File: config.mk
export PLATFORM = sky130hd
export DESIGN_NAME = gql_ram
export DESIGN_NICKNAME = d
export VERILOG_FILES = /design/src/rtl/gql_ram.sv
export SDC_FILE = /design/constraint.sdc
export NUM_CORES = 1
export LEC_CHECK = 0
export ABC_AREA = 0
export ABC_CLOCK_PERIOD_IN_PS = 2100
export BUFFER_PORTS_ARGS = -buffer_cell sky130_fd_sc_hd__buf_4
export CAP_MARGIN = 20
export CORE_MARGIN = 8
export CORE_UTILIZATION = 60
export CTS_CLUSTER_SIZE = 28
export DETAILED_ROUTE_END_ITERATION = 6
export PLACE_DENSITY = 0.78
export SLEW_MARGIN = 20
export SYNTH_ARGS = -nofsm -noshare
export SYNTH_HDL_FRONTEND = slang
export SYNTH_SLANG_ARGS = --single-unit
File: constraint.sdc
create_clock -name clk -period 2.1 [get_ports clk]
set_input_delay 0.21 -clock clk [delete_from_list [all_inputs] [get_ports clk]]
set_output_delay 0.21 -clock clk [all_outputs]
set_load 0.1 [all_outputs]
File: src/rtl/gql_ram.sv
`timescale 1ns / 1ps
module gql_ram #(
    parameter int WIDTH = 8,
    parameter int DEPTH = 16
) (
    input  logic                     clk,
    input  logic                     we,
    input  logic [$clog2(DEPTH)-1:0] waddr,
    input  logic [WIDTH-1:0]         wdata,
    input  logic [$clog2(DEPTH)-1:0] raddr,
    output logic [WIDTH-1:0]         rdata
);
    logic [WIDTH-1:0] mem [DEPTH];

    always_ff @(posedge clk)
    begin
        if (we)
        begin
            mem[waddr] <= wdata;
        end
        rdata <= mem[raddr];
    end
endmodule

==> results of run 1 <==
## worst max-delay path, stage by stage, from the launching register on
cell and delay [ns]:
edfxtp_1 0.37, mux4_1 0.55, a22oi_1 0.27, nand2_1 0.10
## routing by layer
metal,vias up,part of all wire,track usage
li1,1086,-,-
met1,1275,0.39,0.241
met2,158,0.50,0.282
met3,18,0.091,0.0602
met4,0,0.022,0.0870
met5,-,0,0
## sequential cells by signal, indices dropped and copies added, names as in the netlist
register	cells
mem	128
rdata	8
## kinds of logic after synthesis
kind of cell           count (synthesis)
AOI/OAI and AO/OA                     16
buffers and inverters                 10
DFF                                  136
muxes                                 32
and+or+nand+nor                       35
## final timing paths
check	endpoint	slack [ns]	depth (start not counted)
worst max-delay path	rdata[5]	0.69	3
worst min-delay path	mem[2][7]	0.01	1
worst min register to register	rdata[4]	0.68	3
worst max register to register	rdata[5]	0.69	3
## cell type report
| cell class | count | area [um2] | share of cell area |
|---|---|---|---|
| sequential | 136 | 4000 | 0.652 |
| multi-input combinational | 83 | 1060 | 0.172 |
| clock buffer | 18 | 428 | 0.0697 |
| timing repair buffer | 47 | 373 | 0.0607 |
| clock inverter | 14 | 150 | 0.0244 |
| tap | 105 | 131 | 0.0214 |
## where the power goes
part,total (uW),internal [uW],switching [uW]
registers,3060,3030,21.1
logic,430,144,287
clock network,2860,1720,1130
total,6340,4900,1440
## cells in the mapped netlist, drive strengths merged
cell / instances
and2: 1
or3b: 1
nor2: 13
mux4: 32
edfxtp: 128
and2b: 1
nand2b: 2
nor3: 4
nand2: 9
nor2b: 1
dfxtp: 8
clkdlybuf4s25: 3
nand3: 1
nand3b: 2
a22oi: 16
buf: 7
## metrics by stage
stage	setup slack [ns]	utilization	instances
2_1_floorplan	0.397	-	229
3_3_place_gp	0.393	0.670	368
3_5_place_dp	0.347	0.670	368
4_1_cts	0.680	0.744	403
5_1_grt	0.679	0.744	403
6_report	0.692	0.744	403
==> flow_metrics.env, run 1 <==
export IMPL_status="finished, final reports clean"
export IMPL_p_total_uw=6340
export IMPL_fin_skew_ns=0.00790
export IMPL_synthesis_nets=247
export IMPL_num_vias=2537
export IMPL_numCtsBuffers=17
export IMPL_synth_top_family_by_area="multiplexers"
export IMPL_period_share=0.670
export IMPL_vdd_drop_max_uv=736
export IMPL_ys_types=19
export IMPL_final_common_cell="edfxtp_1"
export IMPL_ctsHoldBuffers=3
export IMPL_maxCapViolCount=0
export IMPL_yosysWarnings=0
export IMPL_yosys_area_share_simple=0.0318
export IMPL_rsz0062_at_grt="false"
export IMPL_critPathLaunchType="register"
export IMPL_rows=33
export IMPL_layout_common_cells="128 x edfxtp_1, 43 x buf_4, 18 x mux4_2"
export IMPL_overflow=0
export IMPL_die_w_um=109
export IMPL_start_util=0.623
export IMPL_yosys_top_cells_area="edfxtp_1 75%, mux4_2 7.9%, mux4_1 7.1%"
export IMPL_powerDensity_nw_per_um2=1030
export IMPL_synth_xor_area_frac=0
export IMPL_cts_max_level=4
export IMPL_core_area_um2=8260
export IMPL_synth_seq_area_share=0.778
export IMPL_cp_arrival_ns=1.80
export IMPL_worstPathRequired_ns=2.49
export IMPL_synth_area_um2=5150
export IMPL_fillCellCount=454
export IMPL_synth_compound_area_frac=0.0233
export IMPL_finalSetupViolations=0
export IMPL_critPathKind="reg2reg"
export IMPL_grt_max_degree=33
export IMPL_cts_buffer_depth=2
export IMPL_io_pins=26
export IMPL_min_path_type="in2reg"
export IMPL_grt_use_total=0.186
export IMPL_worst_setup_path_end_kind="register"
export IMPL_ys_ff_latch=136
export IMPL_hold_viol_final=0
export IMPL_hp_start="wdata[7]"
export IMPL_dpl_instance_area_um2=5540
export IMPL_port_buffer_count=25
export IMPL_finalSetupTns_ns=0
export IMPL_regToRegStartpoint="mem[2][5]"
export IMPL_postSynthCellCount=229
export IMPL_synth_top_area_cell="edfxtp_1"
export IMPL_final_area_um2=6140
export IMPL_grt_pass1_vias=2624
export IMPL_synth_area_mux_share=0.150
export IMPL_min_period_ns=1.41
export IMPL_fmax_ghz=0.710
export IMPL_drtIter0Drc=284
export IMPL_ant_nets=0
export IMPL_dp_final_hpwl_mm=5.87
export IMPL_areaGrowthSynthToFinish_pct=19.3
export IMPL_antenna_found_initial=0
export IMPL_cts_setup_buffers=0
export IMPL_via_per_inst=6.30
export IMPL_crit_path_start="mem[2][5]"
export IMPL_post_cts_resized=0
export IMPL_worst_pin_slew_ns=0.681
export IMPL_die_h_um=109
export IMPL_clk_pin_slew_ns=0.06
export IMPL_yosys_area_share_adder=0
export IMPL_gp_congestion=0.721
export IMPL_p_leak_uw=0.00211
export IMPL_drive_gt1_frac=0.315
export IMPL_diodes=0
export IMPL_cts_sinks=136
export IMPL_wl_mm=10.3
export IMPL_cts_tree="built"
export IMPL_drv_slew=0
export IMPL_worstPathMaxFanout=1
export IMPL_wl_per_cell_um=25.5
export IMPL_synth_area_per_cell_um2=22.5
export IMPL_clock_root_buffer="clkbuf_8"
export IMPL_synth_top_area_share=0.747
export IMPL_firstDrtPassIters=5
export IMPL_holdWs_ns=0.0120
export IMPL_clock_latency_ns=0.52
export IMPL_die_area_um2=11800
export IMPL_grt_pass1_wl_mm=15.3
export IMPL_drc=0
export IMPL_layout_nets=303
export IMPL_slew_headroom=0.544
Note: power is estimated with default switching activity, not from simulation.
==> inputs of run 2 (changes only) <==
Settings changed: ABC_AREA 0 to 1, ABC_CLOCK_PERIOD_IN_PS 2100 to 1400.
Clock period 2.1 ns to 1.4 ns, I/O delays scaled along.
==> run 2 against run 1 <==
Register-to-register slack worse by 0.31 ns. Worst setup slack worse by 0.61 ns. Via count up 60%. Routed wire length up 24%. Sequential power up 50%. Core utilization down 0.28 points. Combinational power up 89%. Cell area up 12%. Critical path type is now reg2out. Highest routed layer unchanged.
==> flow_metrics.env, run 2 <==
export IMPL_status="finished, final reports clean"
export IMPL_slew_headroom=0.791
export IMPL_io_pins=26
export IMPL_cts_buffer_depth=2
export IMPL_gp_congestion=0.832
export IMPL_critPathTopFamily="flip-flops"
export IMPL_die_w_um=114
export IMPL_slowest_delay_ns=0.36
export IMPL_clock_latency_ns=0.52
export IMPL_yosys_top_cells_area="edfxtp_1 67%, nand2_1 11%, nand3_1 8.4%"
export IMPL_layout_nets=625
export IMPL_synthMostInstantiatedCell="nand2_1"
export IMPL_ys_types=12
export IMPL_ys_ff_latch=136
export IMPL_overflow=0
export IMPL_postSynthCellCount=551
export IMPL_post_cts_resized=0
export IMPL_worstPathMaxFanout=1
export IMPL_cp_depth=1
export IMPL_largest_reg_flops=128
export IMPL_grt_max_degree=34
export IMPL_synth_ff_type="edfxtp_1"
export IMPL_final_common_cell="nand2_1"
export IMPL_dp_cells=708
export IMPL_synth_top_area_cell="edfxtp_1"
export IMPL_clk_pin_slew_ns=0.06
export IMPL_regMostFlops="mem"
export IMPL_finalSetupTns_ns=0
export IMPL_synth_seq_area_share=0.694
export IMPL_dpl_instance_area_um2=6210
export IMPL_layout_common_cells="173 x nand2_1, 128 x edfxtp_1, 100 x inv_1"
export IMPL_cts_sinks=136
export IMPL_final_util=0.741
export IMPL_ant_nets=0
export IMPL_die_area_um2=13000
export IMPL_wl_per_cell_um=17.1
export IMPL_min_period_ns=1.32
export IMPL_rows=35
export IMPL_critPathKind="reg2out"
export IMPL_rsz0062_at_grt="false"
export IMPL_dp_final_hpwl_mm=7.79
export IMPL_firstDrtPassIters=7
export IMPL_num_vias=4050
export IMPL_die_h_um=114
export IMPL_powerDensity_nw_per_um2=1410
export IMPL_hold_viol_final=0
export IMPL_cpMaxStageDelayCell="dfxtp_1"
export IMPL_cts_max_level=4
export IMPL_yosysWarnings=0
export IMPL_wl_mm=12.8
export IMPL_synth_top_area_share=0.667
export IMPL_synthTopCellsByCount="173 x nand2_1, 128 x edfxtp_1, 100 x inv_1, 97 x nand3_1, 17 x nor2_1"
export IMPL_synth_area_um2=5770
export IMPL_drive_gt1_frac=0.132
export IMPL_clock_root_buffer="clkbuf_8"
export IMPL_maxCapViolCount=0
export IMPL_via_per_inst=5.41
export IMPL_synth_edff_count=128
export IMPL_fillCellCount=598
export IMPL_async_flop_share=0
export IMPL_drv_slew=0
export IMPL_holdWs_ns=0.0726
export IMPL_hold_depth=4
export IMPL_crit_path_cell_trace="buf_4"
export IMPL_fin_skew_ns=0.00586
export IMPL_worstPathRequired_ns=1.26
export IMPL_rr_worst_depth=6
export IMPL_start_util=0.621
export IMPL_min_path_type="in2reg"
export IMPL_grt_use_total=0.212
export IMPL_worst_pin_slew_ns=0.313
export IMPL_p_leak_uw=0.00300
export IMPL_grt_pass1_wl_mm=20.6
export IMPL_fmax_ghz=0.759
export IMPL_largestRegisters="mem x128, rdata x8"
export IMPL_instances_no_fill=749
export IMPL_worst_setup_path_end_kind="output port"
export IMPL_cp_arrival_ns=1.18
export IMPL_period_share=0.942
export IMPL_numCtsBuffers=17
export IMPL_final_area_um2=6880
export IMPL_areaGrowthSynthToFinish_pct=19.3
export IMPL_core_area_um2=9280
export IMPL_finalSetupViolations=0
export IMPL_antenna_found_initial=0
export IMPL_port_buffer_count=25
export IMPL_critPathLaunchType="register"
export IMPL_synthesis_nets=569
export IMPL_timing_critical_path_buf_inv=1
export IMPL_synth_area_per_cell_um2=10.5
export IMPL_cts_tree="built"
export IMPL_grt_pass1_vias=4120
export IMPL_drtIter0Drc=493
export IMPL_drc=0
export IMPL_vdd_drop_max_uv=985
export IMPL_diodes=0
## run 2: final cells by class
| class | count | area, um2 | share of cell area |
|---|---|---|---|
| Sequential cell | 136 | 4000 | 0.582 |
| Multi-Input combinational cell | 289 | 1210 | 0.176 |
| Timing Repair Buffer | 61 | 543 | 0.0789 |
| Clock buffer | 19 | 422 | 0.0613 |
| Inverter | 102 | 383 | 0.0556 |
| Tap cell | 129 | 161 | 0.0235 |
| Clock inverter | 13 | 154 | 0.0224 |
## run 2: what timing repair did
item / in CTS / in global routing
hold buffers: 9 / 0
buffers inserted: 0 / 0
endpoints found under the hold margin: 136 / 0
setup endpoints to repair: 0 / 0
## run 2: metrics by stage
step,power (uW),setup slack [ns]
detailed placement,5440,0.131
finish,9680,0.0818
floorplan,5170,0.309
global route,9960,0.0398
global placement,5430,0.177
CTS,9730,0.0639
## run 2: worst paths after layout
check                   to  slack, ns        from
hold reg to reg   rdata[5]       0.67  mem[12][5]
setup reg to reg  rdata[2]       0.38  mem[11][2]
setup / recovery  rdata[2]       0.08    rdata[2]
hold / removal    rdata[6]       0.07    raddr[2]
## run 2: per-layer routing
layer	share of wire	vias up	GRT usage
met2	0.51	201	0.350
met1	0.37	1924	0.248
li1	-	1885	-
met3	0.088	40	0.0555
met5	0	-	0
met4	0.033	0	0.115
## run 2: tightest hold or removal path, cell delays in order
cell     delay, ns
buf_4         0.19
nand3_1       0.11
nand3_1       0.07
nand2_1       0.05
## run 2: power by group
group          switching, uW  leakage [uW]  internal, uW
clock                   1600      0.000265          2690
sequential              26.7       0.00122          4550
combinational            580       0.00151           232
total                   2210       0.00300          7480
## run 2: cells by family after synthesis
| group | count (synthesis) | share of synthesized area |
|---|---|---|
| flops | 136 | 0.694 |
| buf+inv | 126 | 0.0952 |
| simple gates | 289 | 0.210 |
